## src/hw/rtl/amm_pkg.sv

```systemverilog
// Audio mixing matrix: shared types, widths and codes.
// No dependencies; compiled first.
`default_nettype none

package amm_pkg;

  localparam int CH_MAX     = 8;
  localparam int CH_IDX_W   = 3;
  localparam int SAMPLE_W   = 16;
  localparam int GAIN_W     = 16;
  localparam int PROD_W     = SAMPLE_W + GAIN_W;
  localparam int HALF_W     = PROD_W + 2;   // sum of four products
  localparam int ACC_W      = PROD_W + 3;   // sum of eight products
  localparam int FRAC_SHIFT = 12;
  localparam int CFG_IDX_W  = 4;
  localparam int CFG_DATA_W = 8;

  typedef enum logic {
    KIND_FRAME = 1'b0,
    KIND_GAIN  = 1'b1
  } kind_e;

  typedef enum logic [CFG_IDX_W-1:0] {
    REG_INPUT_ENABLE  = 4'd0,
    REG_OUTPUT_ENABLE = 4'd1
  } cfg_reg_e;

  typedef struct packed {
    logic                       kind;
    logic signed [SAMPLE_W-1:0] sample_0;
    logic signed [SAMPLE_W-1:0] sample_1;
    logic signed [SAMPLE_W-1:0] sample_2;
    logic signed [SAMPLE_W-1:0] sample_3;
    logic signed [SAMPLE_W-1:0] sample_4;
    logic signed [SAMPLE_W-1:0] sample_5;
    logic signed [SAMPLE_W-1:0] sample_6;
    logic signed [SAMPLE_W-1:0] sample_7;
    logic [CH_IDX_W-1:0]        gain_source;
    logic [CH_IDX_W-1:0]        gain_target;
    logic signed [GAIN_W-1:0]   gain_value;
  } in_item_t;

  typedef struct packed {
    logic signed [SAMPLE_W-1:0] mixed_0;
    logic signed [SAMPLE_W-1:0] mixed_1;
    logic signed [SAMPLE_W-1:0] mixed_2;
    logic signed [SAMPLE_W-1:0] mixed_3;
    logic signed [SAMPLE_W-1:0] mixed_4;
    logic signed [SAMPLE_W-1:0] mixed_5;
    logic signed [SAMPLE_W-1:0] mixed_6;
    logic signed [SAMPLE_W-1:0] mixed_7;
    logic [CH_MAX-1:0]          clipped;
  } out_item_t;

  typedef struct packed {
    logic [CFG_IDX_W-1:0]  index;
    logic [CFG_DATA_W-1:0] value;
  } cfg_wr_t;

  // gain table write port
  typedef struct packed {
    logic                     en;
    logic [CH_IDX_W-1:0]      src;
    logic [CH_IDX_W-1:0]      dst;
    logic signed [GAIN_W-1:0] value;
  } gain_wr_t;

endpackage

`default_nettype wire

```

## src/hw/rtl/amm_gain_table.sv

```systemverilog
// Gain table of the mixing matrix: one flop per gain, all read in parallel.
// Depends on amm_pkg.
`default_nettype none

module amm_gain_table import amm_pkg::*; #(
  parameter int INPUT_CHANNELS  = 8,
  parameter int OUTPUT_CHANNELS = 8
) (
  input  wire logic                     clk_i,
  input  wire logic                     rst_ni,
  input  wire gain_wr_t                 wr_i,
  output logic signed [GAIN_W-1:0]      gain_o [INPUT_CHANNELS][OUTPUT_CHANNELS]
);

  logic signed [GAIN_W-1:0] gain_q [INPUT_CHANNELS][OUTPUT_CHANNELS];

  // out-of-range source or target matches no entry, so the write drops
  always_ff @(posedge clk_i or negedge rst_ni) begin
    if (!rst_ni) begin
      for (int i = 0; i < INPUT_CHANNELS; i++) begin
        for (int j = 0; j < OUTPUT_CHANNELS; j++) begin
          gain_q[i][j] <= '0;
        end
      end
    end else if (wr_i.en) begin
      for (int i = 0; i < INPUT_CHANNELS; i++) begin
        for (int j = 0; j < OUTPUT_CHANNELS; j++) begin
          if (wr_i.src == CH_IDX_W'(i) && wr_i.dst == CH_IDX_W'(j)) begin
            gain_q[i][j] <= wr_i.value;
          end
        end
      end
    end
  end

  assign gain_o = gain_q;

endmodule

`default_nettype wire

```

## config.mk

```make
export PLATFORM = sky130hd
export DESIGN_NAME = amm_gain_table
export DESIGN_NICKNAME = d
export VERILOG_FILES = /design/src/hw/rtl/amm_pkg.sv /design/src/hw/rtl/amm_gain_table.sv
export SDC_FILE = /design/constraint.sdc
export NUM_CORES = 1
export LEC_CHECK = 0
export ABC_AREA = 1
export BUFFER_PORTS_ARGS = -buffer_cell sky130_fd_sc_hd__clkbuf_2
export CORE_AREA = 2 2 403 405
export CTS_CLUSTER_SIZE = 12
export DETAILED_ROUTE_END_ITERATION = 8
export DIE_AREA = 0 0 405 407
export PLACE_DENSITY_LB_ADDON = 0.15
export SYNTH_ARGS = -nofsm -noshare
export SYNTH_HDL_FRONTEND = slang
export SYNTH_SLANG_ARGS = --single-unit
```

## constraint.sdc

```tcl
create_clock -name clk_i -period 0.8 [get_ports clk_i]
set_input_delay 0.16 -clock clk_i [delete_from_list [all_inputs] [get_ports clk_i]]
set_output_delay 0.16 -clock clk_i [all_outputs]
set_load 0.02 [all_outputs]
```

* Yosys cells after proc, flatten, opt, wreduce, memory -nomap -nowiden
Index checks and enable logic that the tools add are counted.
Operators by class: $mul 0, shift operators 0, mux-type cells 0, order comparisons 0, reduce and logical (&&, ||, !) cells 130, equality and inequality tests 14, divide/modulo/power cells 0, bitwise gates (word level) 0, add/subtract/negate cells 0
Operators with widths (number):
- $reduce_and 2->1 | 64
- $logic_and 1x1->1 | 64
- $eq 3x3->1 const B | 8
- $eq 3x2->1 const B | 4
- $eq 3x1->1 const B | 2
- $logic_not 3->1 | 2
Word-level totals: latch bits 0, bits in read-only memories 0, word-level logic and storage cells 208, bits of input ports 25, memories kept 0, flip-flop bits (word level) 1024, bits in writable memories 0

* Longest topological paths before layout
depth after elaboration 3, gate-level depth with buffers 9

* Worst setup path before layout
No wires, ideal clock.
kind input-to-reg, from input port wr_i[22] (netlist bit), to register gain_q (netlist bit gain_o[10]), path buffers 2, stages 7, arrival time 1.164 ns, setup slack -0.481 ns, library setup time 0.117 ns, required time 0.683 ns, path through buf_4 inv_2 nor2_1 nand2_1 buf_2 nand2_1 nand2_1
Between the ends: longest elaborated chain between the ends 1
Ends and longest elaborated chain:
- start, declared | RTL line amm_gain_table.sv:11 | input wire gain_wr_t wr_i,
- $reduce_and 2->1 (no source line)
- end signal, assigned by index | RTL line amm_gain_table.sv:29 | gain_q[i][j] <= wr_i.value;
- end, declared | RTL line amm_gain_table.sv:15 | logic signed [GAIN_W-1:0] gain_q [INPUT_CHANNELS][OUTPUT_CHANNELS];
Every way passes these cells. A chain may end at the register's enable or synchronous reset.

* Worst setup path after layout
from register gain_q (netlist bit gain_o[436]), to output port gain_o[436] (netlist bit)
RTL lines:
- end, declared | RTL line amm_gain_table.sv:12 | output logic signed [GAIN_W-1:0] gain_o [INPUT_CHANNELS][OUTPUT_CHANNELS]
No word-level cell between the ends.

==> results summary <==
Setup violations remaining at the end of the flow were counted as 2,003. The cell area after technology mapping is 0.03915 sq mm. The signal on the critical path passes through buf_8. The power density over cell area came out at 2533 mW/mm^2.

The startpoint identified for the worst hold timing path is wr_i[20]. The main flop type after synthesis is dfrtp_1. The cell count after placement came out at 7,594. The first-pass GRT wire length is 271.2 mm.

The gate count after technology mapping came out at 4,298. The share of flip-flops with an asynchronous set or reset is 1.000. On the critical path, the stage with the largest delay is an instance of dfrtp_2. The per-cell routed wire length came out at 24.12 um. Yosys mapped the design onto 22 distinct sky130hd cell types.

The total vias in the final route is 35,410. The largest fanout on the critical path came out at 2. Clock-pin slew was measured on the worst setup and hold paths at 0.06 ns. The pin count of the biggest net entering global routing is 61. In this run the tool buffered the top-level ports with 1,048 buffer cells. The layer flagged by global routing as most heavily used is met2. The global-route met2 utilization came out at 0.3785. The detailed-route wire length is 195.0 mm. The mean instance size in the synthesized netlist is 9.109 sq um. The number of ports placed on the die boundary came out at 1,049. Using the TritonRoute via totals, the vias-per-cell ratio works out to 4.379. The worst ir drop on vdd is 0.001919 V. Measured along the x axis, the die boundary spans 405 um.

The critical path starts at gain_o[436]. The clock passes through at most 3 buffers. Once routing completed, OpenROAD measured the worst setup slack at -0.7801 ns. The total count of hold-check failures in the final report came out at 0. Synthesis inferred 1,024 register bits.

The number of fill cells in the layout came out at 16,140. The part of the cycle the worst path needs came out at 1.975. The number of flip-flops in the largest register came out at 1,024. The share of cells above drive strength 1 is 0.3340.

Summed over all cells, the static leakage comes to 33.53 nW. In this run, synthesis inferred 0 flip-flops with an integrated enable. The area growth from synthesis to final layout came out at 60.59%. The first TritonRoute pass finished after 7 iterations.

The clock tree from TritonCTS is yes. The total congestion overflow after global routing is 0. For met1 alone, demand over resource in global routing was 0.2914. The tightest min-delay check is of the in2reg type.

The area of the core is 0.1602 sq mm. The number of buffers created by CTS is 116. The post-synthesis sequential area ratio came out at 0.6545. The combined buffer and inverter count along the critical path is 1. The checks that failed: setup timing. STA classifies the critical path endpoint as an output port. At the worst endpoint, the arrival time is 1.42 ns.

The cell taking the most area after synthesis is dfrtp_1. The count of nets after finishing came out at 5,856. The startpoint identified for the worst register-to-register timing path is gain_o[538]. Clock latency on the worst-skew pair, taken at its later pin, is 0.76 ns. The wire-length estimate of the detail-placed layout is 140.3 mm. The die is 407 um tall. For the pin with the worst max-slew slack, the measured transition is 0.9122 ns. The number of clock sinks came out at 1,024.

STA classifies the critical path startpoint as a flop. The largest delay contributor family on the critical path is flip-flops. The count of nets left with antenna violations once routing finished came out at 0.

The row count is 147. The number of max-cap violations came out at 0. The start-to-end type of the worst setup path is reg2out.

The run finished, with violations left. The starting density of the core is 0.2444. The repair_antennas step left the layout with diodes totalling 0. Across the routed clock network, the largest skew measured is 0 ns. The post-place setup slack is -0.8156 ns. The number of global-route vias before repair is 34,530. The number of pins with negative max-slew slack in the final report was 0. The number of warning messages in the yosys log is 0. The fraction of met3 tracks used by global routing is 0.05830. The global-route total usage across every layer is 0.2297. The overall die area came out at 0.1648 sq mm. The net count after synthesis came out at 4,323. The routed design could run at a clock period as short as 1.580 ns. Setup repair after global routing could not meet its margin everywhere. The count of routing violations after the opening detailed-route iteration came out at 2,695. The upper clock frequency limit is 0.6329 GHz.

By instance count, the leading cell after synthesis is nand2_1. The max-slew headroom at the worst pin is 0.3898. The final estimated routing congestion in global placement is 0.8229. The DRC violations left is 0. The area share of the largest cell type after synthesis came out at 0.6545. By area the synthesized netlist is led by dfrtp_1, nand2_1, o21ai_0, nand3_1, clkbuf_1.

The endpoint required time on the critical path is 0.64 ns. By count the netlist is led by nand2_1, dfrtp_1, o21ai_0, nand3_1, clkbuf_1. The clock tree synthesis step divided the H-tree into 3 levels. The root buffer selected by CTS is clkbuf_16. The final instance count without filler cells is 8,086. The number of antenna violations at the first check in global routing is 6. The longest individual stage delay on the worst path is 0.49 ns.
logic make-up after synthesis:
logic type | Yosys count | synth area share
AND/OR/NAND/NOR | 2592 | 0.2627
flip-flops | 1024 | 0.6545
buffers and inverters | 330 | 0.03777
AO/OA/AOI/OAI | 352 | 0.04500
cells in the final DEF (no fill, tap or decap), types with 9 or more instances in the layout:
cell              n
nor2_1           11
bufinv_16         9
nand3_1         195
buf_6           147
clkbuf_2        395
dfrtp_2          12
clkinv_2         16
o21ai_0         342
inv_1            24
buf_12          192
dlygate4sd3_1    20
dfrtp_1        1012
clkbuf_1         29
nor2_4           31
clkbuf_16       116
clkbuf_8        309
nand2_1        2300
o21ai_1          10
buf_4           470
buf_8           209
nand2_2          29
tightest hold or removal path: stages:
cell and delay (ns):
clkbuf_2 0.11, nand2_2 0.09, nor2_4 0.07, buf_4 0.19
nand3_1 0.09, nand2_1 0.05
stage by stage:
| stage | hold WS, ns | total power [mW] | cell area, sq um | utilization | TNS [ns] |
|---|---|---|---|---|---|
| after floorplan | -0.1356 | 77.32 | 39550 | - | -345.18 |
| after global placement | 0.1141 | 93.93 | 51260 | 0.3200 | -729.82 |
| after detailed placement | 0.1133 | 94.18 | 51260 | 0.3200 | -736.61 |
| after CTS | 0.002672 | 157.8 | 60850 | 0.3799 | -951.58 |
| after global routing | 0.05887 | 165.9 | 62870 | 0.3925 | -1009.35 |
| final | 0.06260 | 159.2 | 62870 | 0.3925 | -912.31 |
what timing repair did:
action	4_1_cts	5_1_grt
gates cloned	0	0
endpoints found under the hold margin	1798	0
endpoints found under the setup margin	1036	2141
resized for setup	975	654
setup buffers	148	111
hold buffers	20	0
pin swaps	0	0
area by class of cell:
class	count	area [sq um]	share of cell area
sequential	1024	25640	0.4078
timing repair buffer	1710	18150	0.2886
multi-input combinational	2944	12210	0.1942
clock buffer	178	3466	0.05513
tap	2160	2703	0.04299
clock inverter	35	564.3	0.008975
inverter	35	141.4	0.002249
worst paths after layout:
path / endpoint / slack [ns] / cells after the start
worst max-delay path: gain_o[436] / -0.78 / 1
worst min-delay path: gain_o[83] / 0.06 / 6
worst max register to register: gain_o[538] / -0.10 / 4
worst min register to register: gain_o[358] / 0.47 / 2
max in group asynchronous: gain_o[1020] / -0.53 / 5
min in group asynchronous: gain_o[333] / 0.14 / 4
report_power, final:
part           switching, mW  internal, mW
sequential              5.25          58.6
combinational           22.0          17.2
clock                   23.4          32.8
routing by layer:
metal / share of wire / vias up
met5: 0.00019 / -
met4: 0.037 / 6
met3: 0.070 / 278
met2: 0.48 / 1152
met1: 0.41 / 17560
li1: - / 16420
Power figures use the tool's default switching activity.
